<file path="src/hdl/ffga_pkg.sv">
// ffga_pkg: shared widths, opcodes, sequencer states and unit result type
// for the first-fit gap allocator. No dependencies.
package ffga_pkg;

   localparam int GAP_W = 16;   // gap and request size width
   localparam int IDX_W = 12;   // entry and slot index width
   localparam int LIM_W = 13;   // signed search limit width

   localparam logic OP_WRITE = 1'b0;
   localparam logic OP_ALLOC = 1'b1;

   typedef enum logic [2:0] {
      ST_CLEAR,
      ST_IDLE,
      ST_SEARCH,
      ST_ASCEND,
      ST_LEAF,
      ST_UPDATE
   } state_type;

   // Result of the shared compare/subtract unit
   typedef struct packed {
      logic             ge;     // a >= b
      logic [GAP_W-1:0] diff;   // a - b
      logic [GAP_W-1:0] max;    // larger of a and b
   } alu_out_type;

endpackage

</file>
<file path="src/hdl/ffga_alu.sv">
// ffga_alu: shared compare/subtract unit; one subtract gives a >= b,
// a - b and max(a, b). Depends on ffga_pkg.
module ffga_alu (
   input  logic [ffga_pkg::GAP_W-1:0] a,
   input  logic [ffga_pkg::GAP_W-1:0] b,
   output ffga_pkg::alu_out_type      res
);
   import ffga_pkg::*;

   logic [GAP_W:0] diff_wide;

   // borrow out of the subtract is the compare result
   always_comb begin
      diff_wide = {1'b0, a} - {1'b0, b};
      res.ge    = ~diff_wide[GAP_W];
      res.diff  = diff_wide[GAP_W-1:0];
      res.max   = res.ge ? a : b;
   end

endmodule

</file>
<file path="src/hdl/ffga_seq.sv">
// ffga_seq: sequencer that walks the max tree one node per cycle: clearing
// sweep, first-fit descent with backtracking, and leaf-to-root refresh.
// Depends on ffga_pkg and ffga_alu.
module ffga_seq #(
   parameter int ENTRIES = 4096
) (
   input  logic                                       clock,
   input  logic                                       reset,
   input  logic                                       start,
   output logic                                       busy,
   input  logic                                       req_opcode,
   input  logic [ffga_pkg::IDX_W-1:0]                 req_entry_index,
   input  logic [ffga_pkg::GAP_W-1:0]                 req_gap_value,
   input  logic [ffga_pkg::GAP_W-1:0]                 req_request_size,
   input  logic signed [ffga_pkg::LIM_W-1:0]          req_search_limit,
   output logic                                       rsp_strobe,
   output logic                                       rsp_found,
   output logic [ffga_pkg::IDX_W-1:0]                 rsp_slot_index,
   output logic [ffga_pkg::GAP_W-1:0]                 rsp_remaining_gap,
   output logic                                       mem_wr_en,
   output logic [$clog2(ENTRIES):0]                   mem_wr_addr,
   output logic [ffga_pkg::GAP_W-1:0]                 mem_wr_data,
   output logic [$clog2(ENTRIES):0]                   mem_rd_addr,
   input  logic [ffga_pkg::GAP_W-1:0]                 mem_rd_data
);
   import ffga_pkg::*;

   localparam int LEAF_BITS = $clog2(ENTRIES);
   localparam int NODE_BITS = LEAF_BITS + 1;
   localparam int LVL_BITS  = $clog2(LEAF_BITS + 1);
   localparam int LEAVES    = 2 ** LEAF_BITS;

   localparam logic [NODE_BITS-1:0] ROOT      = NODE_BITS'(1);
   localparam logic [NODE_BITS-1:0] LEAF_BASE = NODE_BITS'(LEAVES);
   localparam logic [NODE_BITS-1:0] LAST_NODE = '1;
   localparam logic [LVL_BITS-1:0]  LEAF_LVL  = LVL_BITS'(LEAF_BITS);
   localparam logic [LEAF_BITS-1:0] LIM_MAX   = LEAF_BITS'(ENTRIES - 1);

   state_type               state_ff, state_in;
   logic [NODE_BITS-1:0]    node_ff, node_in;
   logic [LVL_BITS-1:0]     lvl_ff, lvl_in;
   logic [NODE_BITS-1:0]    clr_ff, clr_in;
   logic [GAP_W-1:0]        cur_ff, cur_in;
   logic [GAP_W-1:0]        need_ff, need_in;
   logic [LEAF_BITS-1:0]    lim_ff, lim_in;
   logic                    found_ff, found_in;
   logic [LEAF_BITS-1:0]    slot_ff, slot_in;
   logic [GAP_W-1:0]        rem_ff, rem_in;
   logic                    rsp_strobe_ff, rsp_strobe_in;
   logic                    rsp_found_ff, rsp_found_in;
   logic [IDX_W-1:0]        rsp_slot_ff, rsp_slot_in;
   logic [GAP_W-1:0]        rsp_gap_ff, rsp_gap_in;

   alu_out_type             alu_res;
   logic [GAP_W-1:0]        alu_b;
   logic [NODE_BITS-1:0]    node_shifted;
   logic [LEAF_BITS-1:0]    node_lo;
   logic                    in_range;
   logic [NODE_BITS-1:0]    parent;
   logic [IDX_W-1:0]        lim_mag;

   // Shared unit: rd_data against the request (search) or the carried max (update)
   assign alu_b = (state_ff == ST_UPDATE) ? cur_ff : need_ff;

   ffga_alu u_alu (
      .a   (mem_rd_data),
      .b   (alu_b),
      .res (alu_res)
   );

   // Lowest leaf index covered by the current node
   always_comb begin
      node_shifted = node_ff << (LEAF_LVL - lvl_ff);
      node_lo      = node_shifted[LEAF_BITS-1:0];
      in_range     = (node_lo <= lim_ff);
      parent       = node_ff >> 1;
      lim_mag      = req_search_limit[IDX_W-1:0];
   end

   always_ff @(posedge clock) begin
      if (reset) begin
         state_ff      <= ST_CLEAR;
         clr_ff        <= '0;
         rsp_strobe_ff <= 1'b0;
      end else begin
         state_ff      <= state_in;
         clr_ff        <= clr_in;
         rsp_strobe_ff <= rsp_strobe_in;
      end
   end

   always_ff @(posedge clock) begin
      node_ff      <= node_in;
      lvl_ff       <= lvl_in;
      cur_ff       <= cur_in;
      need_ff      <= need_in;
      lim_ff       <= lim_in;
      found_ff     <= found_in;
      slot_ff      <= slot_in;
      rem_ff       <= rem_in;
      rsp_found_ff <= rsp_found_in;
      rsp_slot_ff  <= rsp_slot_in;
      rsp_gap_ff   <= rsp_gap_in;
   end

   // Next state, datapath and memory control
   always_comb begin
      state_in      = state_ff;
      node_in       = node_ff;
      lvl_in        = lvl_ff;
      clr_in        = clr_ff;
      cur_in        = cur_ff;
      need_in       = need_ff;
      lim_in        = lim_ff;
      found_in      = found_ff;
      slot_in       = slot_ff;
      rem_in        = rem_ff;
      rsp_strobe_in = 1'b0;
      rsp_found_in  = rsp_found_ff;
      rsp_slot_in   = rsp_slot_ff;
      rsp_gap_in    = rsp_gap_ff;
      mem_wr_en     = 1'b0;
      mem_wr_addr   = node_ff;
      mem_wr_data   = cur_ff;
      mem_rd_addr   = node_ff;

      unique case (state_ff)
         // zero every tree node, one per cycle
         ST_CLEAR: begin
            mem_wr_en   = 1'b1;
            mem_wr_addr = clr_ff;
            mem_wr_data = '0;
            clr_in      = clr_ff + NODE_BITS'(1);
            if (clr_ff == LAST_NODE) begin
               state_in = ST_IDLE;
            end
         end

         ST_IDLE: begin
            if (start) begin
               priority if (req_opcode == OP_WRITE) begin
                  if (32'(req_entry_index) < ENTRIES) begin
                     node_in  = LEAF_BASE | NODE_BITS'(req_entry_index);
                     cur_in   = req_gap_value;
                     found_in = 1'b0;
                     slot_in  = '0;
                     rem_in   = '0;
                     state_in = ST_LEAF;
                  end else begin
                     // out-of-range write: table untouched
                     rsp_strobe_in = 1'b1;
                     rsp_found_in  = 1'b0;
                     rsp_slot_in   = '0;
                     rsp_gap_in    = '0;
                  end
               end else if (req_search_limit[LIM_W-1]) begin
                  // negative limit: empty range
                  rsp_strobe_in = 1'b1;
                  rsp_found_in  = 1'b0;
                  rsp_slot_in   = '0;
                  rsp_gap_in    = '0;
               end else begin
                  node_in     = ROOT;
                  lvl_in      = '0;
                  need_in     = req_request_size;
                  lim_in      = (32'(lim_mag) >= ENTRIES) ? LIM_MAX
                                                           : LEAF_BITS'(lim_mag);
                  mem_rd_addr = ROOT;
                  state_in    = ST_SEARCH;
               end
            end
         end

         // in ST_SEARCH rd_data holds tree[node]; take a fitting leaf, descend, step right, back up, or miss
         ST_SEARCH, ST_ASCEND: begin
            priority if (state_ff == ST_SEARCH && in_range && alu_res.ge
                         && lvl_ff == LEAF_LVL) begin
               found_in = 1'b1;
               slot_in  = node_lo;
               rem_in   = alu_res.diff;
               cur_in   = alu_res.diff;
               state_in = ST_LEAF;
            end else if (state_ff == ST_SEARCH && in_range && alu_res.ge) begin
               node_in     = {node_ff[NODE_BITS-2:0], 1'b0};
               lvl_in      = lvl_ff + LVL_BITS'(1);
               mem_rd_addr = {node_ff[NODE_BITS-2:0], 1'b0};
               state_in    = ST_SEARCH;
            end else if (!node_ff[0]) begin
               // left child exhausted: try its right sibling
               node_in     = node_ff + NODE_BITS'(1);
               mem_rd_addr = node_ff + NODE_BITS'(1);
               state_in    = ST_SEARCH;
            end else if (node_ff == ROOT) begin
               // whole tree exhausted: miss
               rsp_strobe_in = 1'b1;
               rsp_found_in  = 1'b0;
               rsp_slot_in   = '0;
               rsp_gap_in    = '0;
               state_in      = ST_IDLE;
            end else begin
               node_in  = parent;
               lvl_in   = lvl_ff - LVL_BITS'(1);
               state_in = ST_ASCEND;
            end
         end

         // write the leaf, fetch its sibling
         ST_LEAF: begin
            mem_wr_en   = 1'b1;
            mem_wr_addr = node_ff;
            mem_wr_data = cur_ff;
            mem_rd_addr = node_ff ^ NODE_BITS'(1);
            state_in    = ST_UPDATE;
         end

         // parent = max(carried value, sibling); fetch the parent's sibling
         ST_UPDATE: begin
            mem_wr_en   = 1'b1;
            mem_wr_addr = parent;
            mem_wr_data = alu_res.max;
            mem_rd_addr = parent ^ NODE_BITS'(1);
            node_in     = parent;
            cur_in      = alu_res.max;
            if (parent == ROOT) begin
               rsp_strobe_in = 1'b1;
               rsp_found_in  = found_ff;
               rsp_slot_in   = IDX_W'(slot_ff);
               rsp_gap_in    = rem_ff;
               state_in      = ST_IDLE;
            end
         end

         default: begin
            state_in = ST_IDLE;
         end
      endcase
   end

   assign busy              = (state_ff != ST_IDLE);
   assign rsp_strobe        = rsp_strobe_ff;
   assign rsp_found         = rsp_found_ff;
   assign rsp_slot_index    = rsp_slot_ff;
   assign rsp_remaining_gap = rsp_gap_ff;

endmodule

</file>
<file path="config.mk">
export PLATFORM = sky130hd
export DESIGN_NAME = ffga_seq
export DESIGN_NICKNAME = d
export VERILOG_FILES = /design/src/hdl/ffga_pkg.sv /design/src/hdl/ffga_alu.sv /design/src/hdl/ffga_seq.sv
export SDC_FILE = /design/constraint.sdc
export NUM_CORES = 1
export LEC_CHECK = 0
export ABC_AREA = 1
export ABC_CLOCK_PERIOD_IN_PS = 4000
export BUFFER_PORTS_ARGS = -buffer_cell sky130_fd_sc_hd__buf_4
export CAP_MARGIN = 20
export CORE_MARGIN = 2
export CORE_UTILIZATION = 25
export DETAILED_ROUTE_END_ITERATION = 8
export HOLD_SLACK_MARGIN = 0.15
export PLACE_DENSITY = 0.45
export SYNTH_ARGS = -nofsm -noshare
export SYNTH_HDL_FRONTEND = slang
export SYNTH_SLANG_ARGS = --single-unit
</file>
<file path="constraint.sdc">
create_clock -name clock -period 4 [get_ports clock]
set_input_delay 0.2 -clock clock [delete_from_list [all_inputs] [get_ports clock]]
set_output_delay 0.2 -clock clock [all_outputs]
set_load 0.005 [all_outputs]
</file>
* Word level (Yosys, flattened, before mapping)
Cells that the tools add are included.
Storage, ports and cells: register bits 136, output and inout port bits 74
Cells by class: equal/unequal tests 26, order comparisons 1, shift-type cells 1, reductions and logical operators 16, multiplexer cells 88, bitwise gates (word level) 4, add/sub/neg operators 6
Operators with widths (number):
- 16-bit two-way mux | 15
- 13-bit two-way mux | 12
- 12-bit two-way mux | 11
- 16-bit one-hot mux with 3 select lines | 2
- 16-bit one-hot mux with 2 select lines | 2
- 13-bit one-hot mux with 4 select lines | 1
- 13-bit one-hot mux with 3 select lines | 1
- 12-bit one-hot mux with 3 select lines | 1
- 4-bit two-way mux | 7
- 13-bit by 1-bit adder with 13-bit output, second input constant | 2
- 13-bit one-hot mux with 2 select lines | 1
- 12-bit one-hot mux with 2 select lines | 1
- 2-bit inequality test, second input constant | 11
- 1-bit two-way mux | 20
- 4-bit AND reduction | 5
- 3-bit two-way mux | 6
- 16-bit by 16-bit subtractor with 17-bit output | 1
- 3-bit one-hot mux with 5 select lines | 1
- 13-bit by 1-bit equality test with 1-bit output, second input constant | 1
- 13-bit equality test, second input constant | 1
- 13-bit by 4-bit left shift with 12-bit output | 1
- 12-bit by 1-bit equality test with 1-bit output, second input constant | 1
- 12-bit less-or-equal comparator | 1
- 3-bit inequality test, second input constant | 3
- other kinds (24) | 34

* Logic depth before layout (Yosys ltp)
depth after elaboration 8, depth in mapped cells 28

* Cells and area by module
Synthesis repeated with hierarchy kept, for this count alone.
Second synthesis, totals: cell total of the unflattened synthesis 1220, area, all modules 9230.1 µm²
By module, submodules not included:
- ffga_seq | area each 7901.3 µm², instances 1, seq. area each 3913.8 µm², cells an instance 954
- ffga_alu | area each 1328.8 µm², instances 1, seq. area each 0.0 µm², cells an instance 266

* Worst setup path before layout
OpenSTA, ideal clock, no wires.
kind reg2reg, start point register lvl_ff[0], end point register cur_ff[0] (enable), arrival 3.877 ns, path buffers 4, cell stages (with the launch flop) 24, path slack -0.272 ns, cell sequence edfxtp_1 -> buf_2 -> buf_2 -> inv_1 -> ha_1 -> buf_2 -> inv_1 -> buf_1 -> nand2_1 -> o21ai_0 -> nor2_1 -> nand2_1 -> nand2_1 -> ha_1 -> nand2_1 -> inv_1 -> nand2_1 -> nor2_1 -> nand4_1 -> nand2_2 -> nand4_4 -> nand2_1 -> nand3_1 -> a21oi_1
On the way: longest elaborated chain between the ends 8
Ends and longest elaborated chain:
- from (decl) | line ffga_seq.sv:41 | logic [LVL_BITS-1:0] lvl_ff, lvl_in;
- from (signal assigned) | line ffga_seq.sv:94 | lvl_ff <= lvl_in;
- 4-bit subtractor | line ffga_seq.sv:73 | node_shifted = node_ff << (LEAF_LVL - lvl_ff);
- 13-bit by 4-bit left shift with 12-bit output | line ffga_seq.sv:73
- net node_shifted[11] | line ffga_seq.sv:56 | logic [NODE_BITS-1:0] node_shifted;
- 12-bit less-or-equal comparator | line ffga_seq.sv:75 | in_range = (node_lo <= lim_ff);
- 1-bit logical AND (2 in series) | line ffga_seq.sv:176 | priority if (state_ff == ST_SEARCH && in_range && alu_res.ge
- 1-bit logical AND | line ffga_seq.sv:177 | && lvl_ff == LEAF_LVL) begin
- 2-bit inequality test (no source line)
- 4-bit AND reduction (no source line)
- to (signal assigned) | line ffga_seq.sv:95 | cur_ff <= cur_in;
- to (decl) | line ffga_seq.sv:43 | logic [GAP_W-1:0] cur_ff, cur_in;
The timed path passes the listed nets, and every way through them passes these cells. A chain may end at the register's enable or synchronous reset.

* Final worst setup path
start point register lvl_ff[1], end point output mem_rd_addr[2]
On the way: longest elaborated chain between the ends 8
Ends and longest elaborated chain:
- 4-bit subtractor * | line ffga_seq.sv:73
- 13-bit by 4-bit left shift with 12-bit output * | line ffga_seq.sv:73
- net node_shifted[6] | line ffga_seq.sv:56
- 12-bit less-or-equal comparator * | line ffga_seq.sv:75
- 1-bit logical AND * (2 in series) | line ffga_seq.sv:176, ffga_seq.sv:183
- 13-bit two-way mux / 1-bit logical AND (equally long branches) | line ffga_seq.sv:183, ffga_seq.sv:177
- 13-bit two-way mux * | line ffga_seq.sv:176
- 13-bit one-hot mux with 4 select lines * | line ffga_seq.sv:127 | unique case (state_ff)
- to (decl) | line ffga_seq.sv:23 | output logic [$clog2(ENTRIES):0] mem_rd_addr,
Mark *: on every way through the listed nets, which the timed path passes. The rest lies on a longest branch.

==> impl_metrics.tcl <==
set metrics [dict create \
    die_h_um 192 \
    critPathRequiredTime_ns 3.80 \
    synth_area_leaders "edfxtp_1, nand2_1, inv_1" \
    worst_ep_arrival_time_ns 3.65 \
    grt-ovfl-total 0 \
    vias 8395 \
    synth_edf_count 119 \
    yosysWarningCount 0 \
    fin_crit_ns 3.85 \
    reg2reg_to "lvl_ff[3]$_SDFFCE_PP0P_" \
    multi_input_area_mm2 0.00428 \
    power_frac_seq 0.454 \
    start_kind "register" \
    drive_above_1_share 0.246 \
    drt_pre_antenna_iters 5 \
    crit_fanout 9 \
    clock_latency_ns 0.43 \
    dpl_cell_area_mm2 0.0107 \
    p_sw_w 0.000794 \
    cts_tree "built" \
    cts_buffer_depth 2 \
    syn_nets 1204 \
    cpLargestDelayFamily "simple AND/OR/NAND/NOR gates" \
    antenna_left 0 \
    synth.top_cell.area_share 0.404 \
    ir_worst_vdd_mv 0.293 \
    nNetsFinal 1433 \
    hpwl_mm 22.6 \
    fmax_mhz 260 \
    max_slew_margin 0.347 \
    yosysSeqAreaShare 0.442 \
    placed_cells 1687 \
    worstMarginPinSlew_ns 0.972 \
    avgSynthCellArea_um2 8.09 \
    r2r-start "lvl_ff[1]$_SDFFCE_PP0P_" \
    whs_ns 0.164 \
    grt_max_degree 43 \
    internal_power_w 0.00260 \
    r2r_slack_ns 0.18 \
    die_area_mm2 0.0369 \
    leakage_nw 5.25 \
    cp.buffers_inverters 5 \
    grt_pass1_vias 8244 \
    synthTopCellsByCount "nand2_1, inv_1, edfxtp_1, nor2_1, a21oi_1" \
    synthArstFlopShare 0 \
    hp-class "in -> reg" \
    cts-htree-levels 4 \
    r2r_cells 20 \
    cpPeakStageDelay_ns 0.41 \
    synth_ff_type "edfxtp_1" \
    initial_utilization 0.255 \
    p_clk_frac 0.473 \
    drt_iter0_drc 560 \
    drt-wirelength-per-cell_um 17.2 \
    critical_path.cell_chain "inv_1 > ha_4 > buf_4 > o21ai_0 > inv_1 > nor2_4 > nor3_1 > ha_1 > nand4_1 > nor2_4 > nand4_1 > nand2_4 > buf_6 > nand4_4 > nand2_2 > nand3_2 > a21oi_2 > buf_4" \
    grtUsageTotal 0.167 \
    critPathSlowestCell "edfxtp_1" \
    clk_pin_slew_ns 0.06 \
    pwr-share-comb 0.073 \
    drc 0 \
    clock-sinks 136 \
    yosys.cell_count.top_type "nand2_1" \
    setup_viol_count_final 0 \
    cts-root-buf "clkbuf_16" \
    slew_violations 0 \
    fin_area_mm2 0.0122 \
    finalWirelength_mm 30.7 \
    startpoint "lvl_ff[1]$_SDFFCE_PP0P_" \
    n_antenna_cell 0 \
    die_x_um 192 \
    antenna_found_initial 0 \
    worst-setup-path-type "reg -> out" \
    ios 151 \
    fin_ws_ns 0.153 \
    pre_cts_slack_ns 0.174 \
    end_kind "output pin" \
    syn_area_mm2 0.00885 \
    synth_area_leader_cell "edfxtp_1" \
    routed_via_density 4.69 \
    numCtsBuffers 17 \
    drv_cap 0 \
    portBuffers 150 \
    regArea_mm2 0.00392 \
    hold_viol 0 \
    period_share 0.962 \
    skew_ns 0.0114 \
    syn2layout_area_growth_pct 38.1 \
    postLayoutCoreUtil 0.352 \
    rsz0062_at_grt "true" \
    num-fill-cells 3723 \
    synth.distinct_cells 55 \
    p_per_area_mw_per_mm2 277 \
    outcome "finished, final reports clean" \
    p_sw_frac 0.234 \
    critical_path_depth 18 \
    crit_path_end "mem_rd_addr[2]" \
    netlist_instances 1093 \
    synth_seq_cells 136 \
    core_mm2 0.0347 \
    grt_pass1_wl_mm 46.4 \
    row_count 68 \
    final_cells 1790 \
    gp_congestion 0.892 \
]
through the flow:
| stage | power [W] | setup TNS, ns |
|---|---|---|
| 6_report | 0.00339 | 0 |
| 4_1_cts | 0.00344 | 0 |
| 3_3_place_gp | 0.00177 | 0 |
| 3_5_place_dp | 0.00177 | 0 |
| 5_1_grt | 0.00351 | -0.343 |
| 2_1_floorplan | 0.00167 | 0 |
power by group through the flow:
| stage | clock (W) | combinational [W] | sequential, W |
|---|---|---|---|
| detailed placement | 0 | 0.000201 | 0.00157 |
| global route | 0.00170 | 0.000274 | 0.00154 |
| CTS | 0.00166 | 0.000246 | 0.00154 |
| global placement | 0 | 0.000199 | 0.00157 |
| finish | 0.00160 | 0.000248 | 0.00154 |
| floorplan | 0 | 0.0000992 | 0.00157 |
placed cells by master, fill, tap and decap left out, types with 3 or more instances in the layout:
cell type	synthesis	routed
nand2_1	235	228
buf_4	2	187
inv_1	152	145
edfxtp_1	119	119
nor2_1	107	103
o21ai_0	66	65
a21oi_1	74	63
dlygate4sd3_1	0	56
nand3_1	47	38
o21ai_1	34	35
ha_1	32	31
o211ai_2	20	20
clkbuf_16	0	18
dfxtp_1	17	16
nor3_1	16	15
nand4_1	15	15
o211ai_1	14	14
inv_2	10	13
nand2_2	5	11
a221o_1	11	11
nand3b_1	10	10
a21oi_2	1	10
nand3_2	0	9
a211oi_1	8	8
buf_12	0	8
inv_6	0	7
buf_6	3	6
o21a_1	5	5
nor3_2	4	5
nor2_4	2	5
nor4_1	5	5
clkinvlp_4	0	3
clkinv_1	2	3
or2_1	3	3
o22ai_1	3	3
nand4_4	2	3
sequential cells by signal, summed over array words and instances, names as in the netlist:
name               flops
clr_ff                13
cur_ff                16
found_ff               1
lim_ff                12
lvl_ff                 4
need_ff               16
node_ff               13
rem_ff                16
rsp_found              1
rsp_remaining_gap     16
rsp_slot_index        12
rsp_strobe             1
slot_ff               12
state_ff               3
what timing repair did:
action	in CTS	in global routing
hold buffers	56	0
setup buffers	2	11
cloned	0	2
resized for setup	6	57
endpoints found under the hold margin	50	0
setup endpoints to repair	5	55
pin swaps	1	24
cell families (layout without fill, tap and decap cells):
group | after synthesis | in the layout | synth area share
adders and majority gates | 34 | 34 | 0.0498
and+or+nand+nor | 456 | 457 | 0.227
buffers and inverters | 214 | 455 | 0.0973
xor gates and xnor gates | 4 | 4 | 0.00481
AOI/OAI and AO/OA | 248 | 248 | 0.178
muxes | 1 | 1 | 0.00113
DFF | 136 | 136 | 0.442
cell type report:
class | instances | share of cell area
Sequential cell | 136 | 0.320
Tap cell | 455 | 0.0466
Inverter | 165 | 0.0528
Multi-Input combinational cell | 744 | 0.350
Timing Repair Buffer | 258 | 0.181
Clock inverter | 15 | 0.0135
Clock buffer | 17 | 0.0348
worst register-to-register path, stage by stage (launching register included):
cell and delay, ns:
edfxtp_1 0.41, inv_1 0.12, ha_4 0.22, buf_4 0.16, o21ai_0 0.25, inv_1 0.13
nor2_4 0.11, nor3_1 0.06, ha_1 0.31, nand4_1 0.15, nor2_4 0.14, nand4_1 0.20
nand2_4 0.15, nand3_4 0.10, buf_4 0.17, ha_1 0.32, a21oi_2 0.15, nand2_1 0.07
xnor2_1 0.13, o21ai_0 0.17, a21oi_1 0.05
metal layers:
layer	up-vias	share of wire	GRT usage
li1	4178	-	-
met1	3964	0.46	0.223
met2	210	0.47	0.264
met3	43	0.043	0.0303
met4	0	0.026	0.0678
met5	-	0	0
how the worst min path moves through the flow:
stage	startpoint	to	slack (ns)	depth (start not counted)
after detailed placement	req_search_limit[10]	lim_ff[10]$_DFFE_PP_	0.38	1
final	mem_rd_data[12]	cur_ff[12]$_DFFE_PP_	0.16	3
after global placement	req_search_limit[10]	lim_ff[10]$_DFFE_PP_	0.38	1
after CTS	mem_rd_data[12]	cur_ff[12]$_DFFE_PP_	0.15	3
after floorplan	reset	rsp_strobe$_SDFF_PP0_	0.27	1
after global routing	req_entry_index[8]	node_ff[8]$_DFFE_PP_	0.18	5
No activity file was read; power rests on OpenSTA's default activity.
